<file path="src/fmrp_pkg.sv">
`default_nettype none
package fmrp_pkg;

    localparam int RATE_W   = 9;
    localparam int IN_TDW   = 16;
    localparam int OUT_TDW  = 88;
    localparam int DIV_NW   = 24;
    localparam int DIV_DW   = 20;
    localparam int OSR_W    = 12;
    localparam int PRE_W    = 27;
    localparam int PROD_W   = 55;
    localparam int RCP_W    = 28;
    localparam int RCP_SH   = 36;

    // floor(x/375) = (x * RCP_375) >> RCP_SH, exact for x < 2^27
    localparam logic [RCP_W-1:0] RCP_375 = 28'd183251938;

    localparam logic [7:0] MOD_LOW   = 8'h4C;
    localparam logic [7:0] MOD_HIGH  = 8'h0C;
    localparam logic [7:0] DEV_LOW   = 8'd24;
    localparam logic [7:0] DEV_HIGH  = 8'd240;
    localparam logic [7:0] KHZ_LOW   = 8'd15;
    localparam logic [7:0] KHZ_HIGH  = 8'd150;
    localparam logic [7:0] IFC_NONE  = 8'hFF;
    localparam logic [10:0] GAIN_MAX = 11'h7FF;
    localparam logic [DIV_NW-1:0] GAIN_SAT_Q = 24'd2045;

    localparam int FLT_N = 8;
    localparam logic [12:0] FLT_BW [FLT_N] = '{
        13'd322, 13'd3355, 13'd3618, 13'd4202, 13'd4684, 13'd5188, 13'd5770, 13'd6207
    };
    localparam logic [7:0] FLT_CODE [FLT_N] = '{
        8'h26, 8'h88, 8'h89, 8'h8A, 8'h8B, 8'h8C, 8'h8D, 8'h8E
    };

    typedef struct packed {
        logic              acc;
        logic [7:0]        mod_mode;
        logic [7:0]        dev_code;
        logic [15:0]       dr_word;
        logic [7:0]        ifc;
        logic [19:0]       nco;
        logic [OSR_W-1:0]  osr;
        logic              dev15;
        logic [RATE_W-1:0] rate;
    } t_side;

    function automatic logic [7:0] flt_pick(input logic [12:0] need);
        logic [7:0] code;
        logic       found;
        code  = IFC_NONE;
        found = 1'b0;
        for (int i = 0; i < FLT_N; i++) begin
            if (!found && FLT_BW[i] >= need) begin
                code  = FLT_CODE[i];
                found = 1'b1;
            end
        end
        return code;
    endfunction

endpackage
`default_nettype wire

</file>
<file path="src/fmrp_gain.sv">
`default_nettype none
module fmrp_gain
    import fmrp_pkg::*;
(
    input  wire logic              i_clk,
    input  wire logic              i_rst_n,
    input  wire logic              i_en,
    input  wire logic              i_valid,
    input  wire logic [DIV_NW-1:0] i_quo,
    input  wire t_side             i_side,
    output logic                   o_valid,
    output logic [DIV_NW-1:0]      o_num,
    output logic [DIV_DW-1:0]      o_den,
    output t_side                  o_side
);

    logic              r_v;
    logic [DIV_NW-1:0] r_num;
    logic [DIV_DW-1:0] r_den;
    t_side             r_side;
    t_side             side_n;
    logic [7:0]        dev_khz;

    always_comb begin
        side_n     = i_side;
        side_n.osr = i_quo[OSR_W-1:0];
        dev_khz    = i_side.dev15 ? KHZ_LOW : KHZ_HIGH;
    end

    always_ff @(posedge i_clk) begin
        if (!i_rst_n) begin
            r_v <= 1'b0;
        end else if (i_en) begin
            r_v <= i_valid;
        end
    end

    always_ff @(posedge i_clk) begin
        if (i_en) begin
            r_side <= side_n;
            r_num  <= (DIV_NW'(i_side.rate) << 16) - DIV_NW'(i_side.rate);
            r_den  <= {8'b0, i_quo[OSR_W-1:0]} * {12'b0, dev_khz};
        end
    end

    assign o_valid = r_v;
    assign o_num   = r_num;
    assign o_den   = r_den;
    assign o_side  = r_side;

endmodule
`default_nettype wire

</file>
<file path="config.mk">
export PLATFORM = sky130hd
export DESIGN_NAME = fmrp_gain
export DESIGN_NICKNAME = d
export VERILOG_FILES = /design/src/fmrp_pkg.sv /design/src/fmrp_gain.sv
export SDC_FILE = /design/constraint.sdc
export NUM_CORES = 1
export LEC_CHECK = 0
export ABC_AREA = 1
export BUFFER_PORTS_ARGS = -buffer_cell sky130_fd_sc_hd__buf_2
export CAP_MARGIN = 20
export CORE_UTILIZATION = 54
export CTS_CLUSTER_SIZE = 14
export DETAILED_ROUTE_END_ITERATION = 12
export PLACE_DENSITY = 0.95
export SYNTH_ARGS = -nofsm -noshare
export SYNTH_HDL_FRONTEND = slang
export SYNTH_SLANG_ARGS = --single-unit
</file>
<file path="constraint.sdc">
create_clock -name i_clk -period 11.5 [get_ports i_clk]
set_input_delay 1.725 -clock i_clk [delete_from_list [all_inputs] [get_ports i_clk]]
set_output_delay 1.725 -clock i_clk [all_outputs]
set_load 0.02 [all_outputs]
</file>
==> results.md <==
Floorplanning:
- The count of pins on the block boundary is 239.
- The placeable core area is 11,660 um2.
- From bottom edge to top edge, the die measures about 110 um.
- For this configuration, the core starts out at a cell density of between 50 and 60%.
- The count of standard-cell rows is 39.
- The die covers between 10,000 and 15,000 um2.
- In this run the horizontal extent of the chip is approximately 110 um.

Layout:
- The filler cells instantiated in the layout total 735.
- For this run, the post-layout net count is approximately 1,000.
- The finished cells cover around 8400 um2.
- The area overhead of the layout relative to synthesis is 28.26%.
- Leaving out fill and tap cells, the most frequent cells in the layout are 213 x buf_2, 143 x inv_1, 126 x edfxtp_1, 112 x nand2_1, 54 x ha_1.
- The most common library cell in the layout ignoring fill and taps is buf_2.
- Of the cells placed in the final design, the portion with a size suffix greater than 1 is between 30% and 40%.
- Measured on the finished design, the core utilization comes to ~72%.

STA:
- The number of pins exceeding their max-slew limit in the final report came to 0.
- The fraction of the cycle the final worst path needs is a little under half.
- Static timing analysis puts the maximum clock frequency at approximately 190 MHz.
- Setup violations remaining at the end of the flow were counted as 0.
- Setup repair after global routing left no endpoint under its margin.
- Between clock sinks in the finished design, the worst skew comes to 0 ns.
- The worst path needs between 5 and 6 ns of the cycle, external delays included.
- The tightest hold path in the finished design has a slack of 0.5851 ns.
- The pin slew with the least headroom to its limit is between 0.9 and 1 ns.
- Adding up every negative setup slack in the final design gives 0 ns.
- The final-report hold violation count is 0.
- The worst max-slew margin expressed relative to the limit is about a third.

Yosys:
- The register area share after synthesis is 57.77%.
- Summing every instance area after synthesis gives between 6000 and 7000 um2.
- Summing the areas of all compound-gate instances in the mapped netlist gives under 10% of the synthesized area.
- The synthesized netlist devotes about a fifth of its cell area to adder and majority cells.
- The dominant combinational cell family by area after synthesis is adder cells.
- The synthesized design contains about 130 register bits.
- The synthesized netlist devotes between 1.5 and 2% of its cell area to XOR and XNOR gates.
- When the netlist entered floorplanning its net count stood at between 700 and 800.
- Synthesis produced a netlist whose cell count is 575.
- Summing the areas of all and, or, nand and nor instances in the mapped netlist gives between 10% and 20% of the synthesized area.
- For this run, the number of Yosys warnings is 0.
- The multiplexer fraction of the synthesized cell area is 0%.
- Averaged over all synthesized cells, the footprint is between 10 and 15 um2.
- The synthesized netlist contains 26 unique library cells.

Routing:
- The post-detailed-routing wire length is between 15 and 20 mm.
- Using the TritonRoute via totals, the vias-per-cell ratio works out to between 5 and 6.
- After detailed routing, no signal wire sits above met5.
- The residual antenna-violating net count after detailed routing is 0.
- After the first detailed-routing iteration, the DRC count stood at roughly 440.
- The length of routed wiring on met1 is approximately 5.7 mm.
- The routed length on met3 is roughly 1.1 mm.
- The wire length per cell after detailed routing is roughly 17 um.
- Summing over every cut layer, the via total after detailed routing is 4,787.
- The DRC violation count after routing is 0.
- Detailed routing placed a total of 8.658 mm of wire on met2.
- The first detailed-routing pass took 4 iterations.

Setup path:
- The worst path buffer plus inverter count is 6.
- The startpoint type of the worst setup path is a primary input.
- The kind of critical path is in2reg.
- The number of cells on the critical path is 20.
- The number of cells on the worst reg-to-reg path is 2.
- On the critical path, the stage with the largest delay is an instance of fa_1.
- STA puts the critical path data required time at between 10 and 15 ns.
- The most numerous cell on the critical path is nand2_1.
- The highest fanout seen on the critical path is 36.
- The cell family contributing the most delay on the critical path is adder cells.
- On the worst path, the slowest cell contributes a delay of between 0.5 and 0.6 ns.
- The data arrival time of the critical path is 5.47 ns.
- The endpoint type of the worst setup path is a flop.
- Walking the worst path, the cells encountered are buf_2 -> nand2_1 -> o21ai_0 -> ha_1 -> inv_1 -> fa_1 -> inv_1 -> fa_1 -> inv_1 -> fa_1 -> inv_1 -> ha_1 -> nand2_1 -> inv_1 -> nand2_1 -> nand2_1 -> nand2_1 -> nand3_1 -> nand2_1 -> nand2_1.

Hold path:
- The worst hold path was traced through 2 stages.
- The worst hold path belongs to the class reg2reg.

Clock tree:
- The total clock buffers created by CTS is 17.
- The count of instances resized after the clock tree is built is 0.
- The cell sitting at the root of the clock tree is a clkbuf_16.
- The clock edge transition at the registers on the reported setup and hold paths is roughly 0.06 ns.
- The clock tree synthesis step divided the H-tree into 4 levels.
- TritonCTS built the clock tree.
- In this run the post-CTS setup repair buffer count came out at 0.
- The buffer depth of the longest clock path is 2.
- The clock reaches the later pin of the worst-skew pair after 0.41 ns.
- The clock drives about 130 sinks.
- For this design, the CTS-stage hold fixing added 0 buffers.

GRT:
- After global routing the overflow that remains totals 0.
- The first global-routing pass estimated between 20 and 25 mm of wire.
- The number of global-route vias before repair came to between 4k and 5k.
- Global routing consumed, over all layers together, approximately 27% of the routing resources.
- The maximum number of pins on one net before global-route repair is a little over 80.
- The number of antenna violations at the first check in global routing is 2.

Run status:
- The run finished with clean final reports.

Placement:
- After detailed placement, the total cell area comes to just under 8000 um2.
- Summed over all nets, the half-perimeter wirelength after detailed placement is around 12 mm.
- The number of buffers inserted by port buffering is between 200 and 250.
- The global placer's final weighted congestion is about 0.86.

Power and ir drop:
- Across the VDD grid, the largest voltage drop is about 0.13 mV.
- The power per unit of standard cell area is around 200 nW/um2.
- In this run the static leakage power is roughly 4.2 nW.
- The design draws between 1.5 and 2 mW.

Job:
- The number of violations of the max-capacitance limit is 0.
[area by class of cell]
class | count | area, um2 | share of cell area (%)
tap | 143 | 178.9 | 2.119
timing repair buffer | 215 | 1081 | 12.80
clock inverter | 11 | 177.7 | 2.104
multi-input combinational | 294 | 2196 | 26.00
clock buffer | 21 | 460.4 | 5.453
inverter | 145 | 544.3 | 6.445
sequential | 127 | 3804 | 45.04
antenna | 1 | 2.502 | 0.02963
[Yosys cell counts]
cell | number | area (um2)
dfxtp_1 | 1 | 20.02
nand4_1 | 1 | 6.260
nand2_2 | 1 | 6.260
nor3_1 | 4 | 20.02
nor2_2 | 3 | 18.77
xnor2_1 | 2 | 17.52
nand3b_1 | 2 | 15.01
nor2_4 | 2 | 22.52
clkbuf_1 | 6 | 22.52
ha_1 | 54 | 675.7
o21ai_0 | 13 | 65.06
nor2_1 | 34 | 127.6
nand3_1 | 12 | 60.06
xor2_1 | 12 | 105.1
and2_1 | 1 | 6.260
inv_1 | 143 | 536.8
a21oi_1 | 9 | 45.04
edfxtp_1 | 126 | 3784
conb_1 | 1 | 3.750
a211oi_1 | 1 | 7.510
nand2_1 | 112 | 420.4
fa_1 | 28 | 560.5
inv_2 | 2 | 7.510
buf_4 | 1 | 7.510
or2_1 | 2 | 12.51
buf_2 | 2 | 10.01
[worst min-delay path: stages, from the launching register on]
cell and delay [ns]:
dfxtp_1 0.32, o21ai_0 0.18, a21oi_1 0.04
[per-layer routing]
metal  GRT usage, %  vias to the layer above
met3          7.073                       32
li1               -                     2271
met4          9.689                        4
met1          28.81                     2268
met5              0                        -
met2          51.06                      212
[through the flow]
step | worst slack [ns] | instances
after floorplan | 6.323 | 575
after global placement | 6.012 | 924
after detailed placement | 5.837 | 924
after CTS | 6.234 | 956
after global routing | 5.900 | 956
final | 6.197 | 957
[cells by family after synthesis]
| logic type | count (synthesis) |
|---|---|
| AO/OA/AOI/OAI | 23 |
| flip-flops | 127 |
| adder cells (fa/ha/maj) | 82 |
| buffers and inverters | 154 |
| other | 1 |
| AND/OR/NAND/NOR | 174 |
| XOR/XNOR | 14 |
[power by group]
part | switching (mW) | internal [mW] | total [mW] | leakage (nW)
registers | 0.0146 | 0.589 | 0.603 | 1.24
clock network | 0.203 | 0.377 | 0.580 | 0.301
logic | 0.340 | 0.177 | 0.517 | 2.70
[state kept, by name, indices dropped and copies added, names as in the netlist]
register,count
o_side,82
o_num,24
o_den,20
o_valid,1
[worst paths after layout]
kind,end,slack [ns],from
hold / removal,o_valid,0.59,o_valid
setup reg to reg,o_valid,10.80,o_valid
setup / recovery,o_den[15],6.20,i_side[9]
hold reg to reg,o_valid,0.59,o_valid
No activity file was read; power rests on OpenSTA's default activity.
