**src/fmrp_pkg.sv**
```systemverilog
`default_nettype none
package fmrp_pkg;

    localparam int RATE_W   = 9;
    localparam int IN_TDW   = 16;
    localparam int OUT_TDW  = 88;
    localparam int DIV_NW   = 24;
    localparam int DIV_DW   = 20;
    localparam int OSR_W    = 12;
    localparam int PRE_W    = 27;
    localparam int PROD_W   = 55;
    localparam int RCP_W    = 28;
    localparam int RCP_SH   = 36;

    // floor(x/375) = (x * RCP_375) >> RCP_SH, exact for x < 2^27
    localparam logic [RCP_W-1:0] RCP_375 = 28'd183251938;

    localparam logic [7:0] MOD_LOW   = 8'h4C;
    localparam logic [7:0] MOD_HIGH  = 8'h0C;
    localparam logic [7:0] DEV_LOW   = 8'd24;
    localparam logic [7:0] DEV_HIGH  = 8'd240;
    localparam logic [7:0] KHZ_LOW   = 8'd15;
    localparam logic [7:0] KHZ_HIGH  = 8'd150;
    localparam logic [7:0] IFC_NONE  = 8'hFF;
    localparam logic [10:0] GAIN_MAX = 11'h7FF;
    localparam logic [DIV_NW-1:0] GAIN_SAT_Q = 24'd2045;

    localparam int FLT_N = 8;
    localparam logic [12:0] FLT_BW [FLT_N] = '{
        13'd322, 13'd3355, 13'd3618, 13'd4202, 13'd4684, 13'd5188, 13'd5770, 13'd6207
    };
    localparam logic [7:0] FLT_CODE [FLT_N] = '{
        8'h26, 8'h88, 8'h89, 8'h8A, 8'h8B, 8'h8C, 8'h8D, 8'h8E
    };

    typedef struct packed {
        logic              acc;
        logic [7:0]        mod_mode;
        logic [7:0]        dev_code;
        logic [15:0]       dr_word;
        logic [7:0]        ifc;
        logic [19:0]       nco;
        logic [OSR_W-1:0]  osr;
        logic              dev15;
        logic [RATE_W-1:0] rate;
    } t_side;

    function automatic logic [7:0] flt_pick(input logic [12:0] need);
        logic [7:0] code;
        logic       found;
        code  = IFC_NONE;
        found = 1'b0;
        for (int i = 0; i < FLT_N; i++) begin
            if (!found && FLT_BW[i] >= need) begin
                code  = FLT_CODE[i];
                found = 1'b1;
            end
        end
        return code;
    endfunction

endpackage
`default_nettype wire

```
**src/fmrp_div.sv**
```systemverilog
`default_nettype none
module fmrp_div
    import fmrp_pkg::*;
(
    input  wire logic              i_clk,
    input  wire logic              i_rst_n,
    input  wire logic              i_en,
    input  wire logic              i_valid,
    input  wire logic [DIV_NW-1:0] i_num,
    input  wire logic [DIV_DW-1:0] i_den,
    input  wire t_side             i_side,
    output logic                   o_valid,
    output logic [DIV_NW-1:0]      o_quo,
    output t_side                  o_side
);

    logic              r_v   [DIV_NW];
    logic [DIV_DW-1:0] r_rem [DIV_NW];
    logic [DIV_NW-1:0] r_num [DIV_NW];
    logic [DIV_NW-1:0] r_q   [DIV_NW];
    logic [DIV_DW-1:0] r_den [DIV_NW];
    t_side             r_sd  [DIV_NW];

    // one quotient bit per stage, restoring
    for (genvar k = 0; k < DIV_NW; k++) begin : g_st
        logic              w_pv, w_ge;
        logic [DIV_DW-1:0] w_prem, w_den, n_rem;
        logic [DIV_NW-1:0] w_pnum, w_pq;
        logic [DIV_DW:0]   w_t;
        t_side             w_psd;

        if (k == 0) begin : g_first
            assign w_pv   = i_valid;
            assign w_prem = '0;
            assign w_pnum = i_num;
            assign w_pq   = '0;
            assign w_den  = i_den;
            assign w_psd  = i_side;
        end else begin : g_next
            assign w_pv   = r_v[k-1];
            assign w_prem = r_rem[k-1];
            assign w_pnum = r_num[k-1];
            assign w_pq   = r_q[k-1];
            assign w_den  = r_den[k-1];
            assign w_psd  = r_sd[k-1];
        end

        assign w_t   = {w_prem, w_pnum[DIV_NW-1]};
        assign w_ge  = w_t >= {1'b0, w_den};
        assign n_rem = w_ge ? DIV_DW'(w_t - {1'b0, w_den}) : DIV_DW'(w_t);

        always_ff @(posedge i_clk) begin
            if (!i_rst_n) begin
                r_v[k] <= 1'b0;
            end else if (i_en) begin
                r_v[k] <= w_pv;
            end
        end

        always_ff @(posedge i_clk) begin
            if (i_en) begin
                r_rem[k] <= n_rem;
                r_num[k] <= w_pnum << 1;
                r_q[k]   <= {w_pq[DIV_NW-2:0], w_ge};
                r_den[k] <= w_den;
                r_sd[k]  <= w_psd;
            end
        end
    end

    assign o_valid = r_v[DIV_NW-1];
    assign o_quo   = r_q[DIV_NW-1];
    assign o_side  = r_sd[DIV_NW-1];

endmodule
`default_nettype wire

```
**config.mk**
```make
export PLATFORM = sky130hd
export DESIGN_NAME = fmrp_div
export DESIGN_NICKNAME = d
export VERILOG_FILES = /design/src/fmrp_pkg.sv /design/src/fmrp_div.sv
export SDC_FILE = /design/constraint.sdc
export NUM_CORES = 2
export LEC_CHECK = 0
export ABC_AREA = 1
export CELL_PAD_IN_SITES_DETAIL_PLACEMENT = 0
export CELL_PAD_IN_SITES_GLOBAL_PLACEMENT = 1
export CORE_AREA = 3 3 528 530
export CTS_BUF_LIST = sky130_fd_sc_hd__clkbuf_2
export DETAILED_ROUTE_END_ITERATION = 7
export DIE_AREA = 0 0 531 533
export DONT_BUFFER_PORTS = 1
export PLACE_DENSITY_LB_ADDON = 0.1
export SETUP_SLACK_MARGIN = 0.3
export SYNTH_ARGS = -nofsm -noshare
export SYNTH_HDL_FRONTEND = slang
export SYNTH_MEMORY_MAX_BITS = 65536
export SYNTH_SLANG_ARGS = --single-unit
```
**constraint.sdc**
```tcl
create_clock -name i_clk -period 4.2 [get_ports i_clk]
set_input_delay 1.05 -clock i_clk [delete_from_list [all_inputs] [get_ports i_clk]]
set_output_delay 1.05 -clock i_clk [all_outputs]
set_load 0.005 [all_outputs]
```
==> flow_summary.json <==
{
  "outcome": "complete, no violations",
  "final_util_pct": 58.00,
  "synth-edff-count": 3511,
  "drive_gt1_share_pct": 11.87,
  "crit_top_cell": "dlygate4sd3_1",
  "place_hpwl_um": 208400,
  "cp_max_fo": 21,
  "die_h_um": 533,
  "hold_ws_ns": 0.3571,
  "synth-simple-area-share_pct": 13.90,
  "die_w_um": 531,
  "drv_slew": 0,
  "cts_sinks": 3512,
  "path_clk_slew_ns": 0.12,
  "vias": 81060,
  "start_kind": "input pin",
  "place.port_buffers": 0,
  "cts_buffers": 828,
  "fin_crit_sh_pct": 90.55,
  "finClkSkew_ns": 0.1963,
  "antenna_left": 0,
  "grt_util_all_layers_pct": 20.96,
  "finalHoldViolations": 0,
  "hold_path.class": "flip-flop to flip-flop",
  "synth_area_um2": 142200,
  "synth_flop_cell": "edfxtp_1",
  "maxCapViolCount": 0,
  "cts_buffer_depth": 4,
  "remaining_drc_errors": 0,
  "syn_area_per_cell_um2": 12.88,
  "ys_ff_latch": 3512,
  "tightest_slew_ns": 0.9601,
  "ys_async_sr_fraction_pct": 0,
  "fp-row-count": 192,
  "die-area_um2": 283000,
  "top_layer": "met5",
  "synth_seq_area_share_pct": 74.13,
  "fmax_mhz": 262.9,
  "wl_met3_um": 12420,
  "p_per_area_nw_per_um2": 607.4,
  "htreeDepth": 6,
  "grt_pass1_vias": 82060,
  "grt_overflow": 0,
  "core_area_um2": 273900,
  "finalCriticalPeriod_ns": 3.803,
  "drt-met1-wl_um": 133400,
  "path_cells": "dlygate4sd3_1 -> dlygate4sd3_1 -> inv_1 -> dlygate4sd3_1 -> ha_1 -> dlygate4sd3_1 -> nand2_1 -> dlygate4sd3_1 -> inv_1 -> o2111ai_1 -> buf_12 -> nor2_1 -> dlygate4sd3_1",
  "crit_family": "buffers and inverters",
  "antenna_found_initial": 9,
  "met2WireLength_um": 142900,
  "grt_start_max_net_pins": 147,
  "critPathBufInv": 9,
  "cpMaxStageDelayCell": "dlygate4sd3_1",
  "power.leakage_nw": 66.66,
  "synthCells": 11050,
  "synth.net_count": 11660,
  "yosys-mux-area-fraction_pct": 0,
  "setup_ws_ns": 0.3967,
  "irDropWorstVdd_uv": 322.2,
  "clkLatencyLatePin_ns": 2.00,
  "grt_first_pass_wirelength_um": 459700,
  "end_kind": "flip-flop",
  "slew_headroom_pct": 35.84,
  "cp.required_ns": 5.97,
  "area_growth_pct": 11.66,
  "synth_top_family_by_area": "simple AND/OR/NAND/NOR gates",
  "cts_tree": "yes",
  "gp_congestion": 0.8981,
  "drt_iter0_markers": 5423,
  "synth-adder-area-share_pct": 4.373,
  "slowest_delay_ns": 0.60,
  "place_ws_ns": 1.249,
  "routedWlPerCell_um": 17.97,
  "criticalPathCategory": "input pin to flip-flop",
  "root_buffer": "clkbuf_2",
  "viasPerCell": 4.905,
  "rsz0062_at_grt": "no",
  "synthXorXnorAreaFrac_pct": 1.355,
  "initial_core_util_pct": 51.94,
  "drt-total-wl_um": 296900,
  "ios": 239,
  "fin_nets": 12910,
  "ys.warnings.count": 0,
  "setup_tns_ns": 0,
  "finalSetupViolations": 0,
  "synth-compound-area-share_pct": 1.664,
  "yosys.cell_types.count": 36,
  "worstPathArrival_ns": 5.58,
  "drt_first_pass_iters": 6
}
[worst reg2reg max path, cell delays in order (launching register included)]
cell and delay, ns:
edfxtp_1 0.57, inv_1 0.09, ha_1 0.38, nand2_1 0.13, nor2_1 0.15, nand2_1 0.07
nor2_1 0.15, nand2_1 0.07, nand2_1 0.06, nor2_1 0.06, nand2_4 0.29, inv_4 0.19
nand2_1 0.10, nand2_1 0.09
[power by group]
part           internal (mW)  switching [mW]
Clock                   8.48            13.3
Combinational           9.03            18.8
Sequential              44.2            2.73
Total                   61.7            34.8
[what timing repair did]
action / CTS / global route
endpoints found under the hold margin: 3505 / 0
gates resized for setup: 0 / 3
hold buffers: 399 / 0
buffers inserted: 0 / 0
setup endpoints to repair: 40 / 2
[layout make-up]
cell class / instances / area [µm²]
antenna: 2 / 5.005
clock buffer: 1192 / 5966
clock inverter: 278 / 1708
fill: 22590 / 115000
inverter: 1536 / 5821
multi-input combinational: 5929 / 30280
sequential: 3512 / 105500
tap: 3589 / 4491
timing repair buffer: 489 / 5112
[worst paths after layout]
kind                      from            to  slack (ns)  cells after the start
setup / recovery     i_num[23]  r_rem[0][14]        0.40                     13
hold / removal    r_num[2][21]  r_num[2][45]        0.36                      0
setup reg to reg  r_den[1][16]  r_rem[1][39]        1.49                     13
hold reg to reg   r_num[2][21]  r_num[2][45]        0.36                      0
[sequential cells by signal, indices dropped and copies added, names as in the netlist]
signal / flops
r_q: 300
r_v: 24
r_den: 460
r_num: 276
r_rem: 460
r_sd: 1992
[metal layers]
| metal | track usage (%) | vias up |
|---|---|---|
| li1 | - | 40460 |
| met1 | 28.69 | 38220 |
| met2 | 34.38 | 1846 |
| met3 | 3.440 | 510 |
| met4 | 6.941 | 18 |
| met5 | 0 | - |
[cells in the final DEF (no fill, tap or decap), types with 9 or more instances in the layout]
cell           Yosys  final
a21oi_1          291    291
a21oi_2           15     15
buf_12             0     34
buf_4             18     56
bufinv_16          0      9
clkbuf_2           0   1192
clkinv_1           0    184
clkinv_2           0     30
dlygate4sd3_1      0    398
edfxtp_1        3511   3511
fa_1              22     22
ha_1             462    462
inv_1           1501   1501
inv_12             0     10
inv_2             13     17
inv_4             22     22
inv_6              0     14
inv_8              0     10
nand2_1         3255   3255
nand2_2           27     27
nand2_4           22     22
nand3_1          552    552
nand3_2           22     22
nand3b_1         113    113
nand4_1           29     29
nor2_1           654    654
nor2_2            21     21
nor3_1            67     67
nor3_2            16     16
o21a_1            22     22
o21ai_0           86     86
o21ai_1           11     11
o21bai_1          14     14
xnor2_1           28     28
xor2_1           192    192
[stage by stage]
stage	power, mW	instance area (µm²)	std cells
2_1_floorplan	66.25	142200	11050
3_3_place_gp	75.12	147200	14660
3_5_place_dp	75.21	147200	14660
4_1_cts	97.70	158800	16530
5_1_grt	103.8	158800	16530
6_report	96.48	158800	16530
[cells by family after synthesis]
| kind of cell | count (synthesis) |
|---|---|
| AO/OA/AOI/OAI | 442 |
| XOR/XNOR | 220 |
| adder cells (fa/ha/maj) | 484 |
| buffers and inverters | 1606 |
| flip-flops | 3512 |
| AND/OR/NAND/NOR | 4783 |
[synth_stat cells (all sizes together) (29+ instances only)]
| library cell | number | share of area [%] |
|---|---|---|
| a21oi | 306 | 1.1 |
| buf | 67 | 0.48 |
| edfxtp | 3511 | 74 |
| ha | 462 | 4.1 |
| inv | 1536 | 4.1 |
| nand2 | 3304 | 8.9 |
| nand3 | 574 | 2.1 |
| nand3b | 113 | 0.60 |
| nand4 | 29 | 0.13 |
| nor2 | 675 | 1.8 |
| nor3 | 83 | 0.35 |
| o21ai | 97 | 0.34 |
| xor2 | 192 | 1.2 |
No activity file was read; power rests on OpenSTA's default activity.
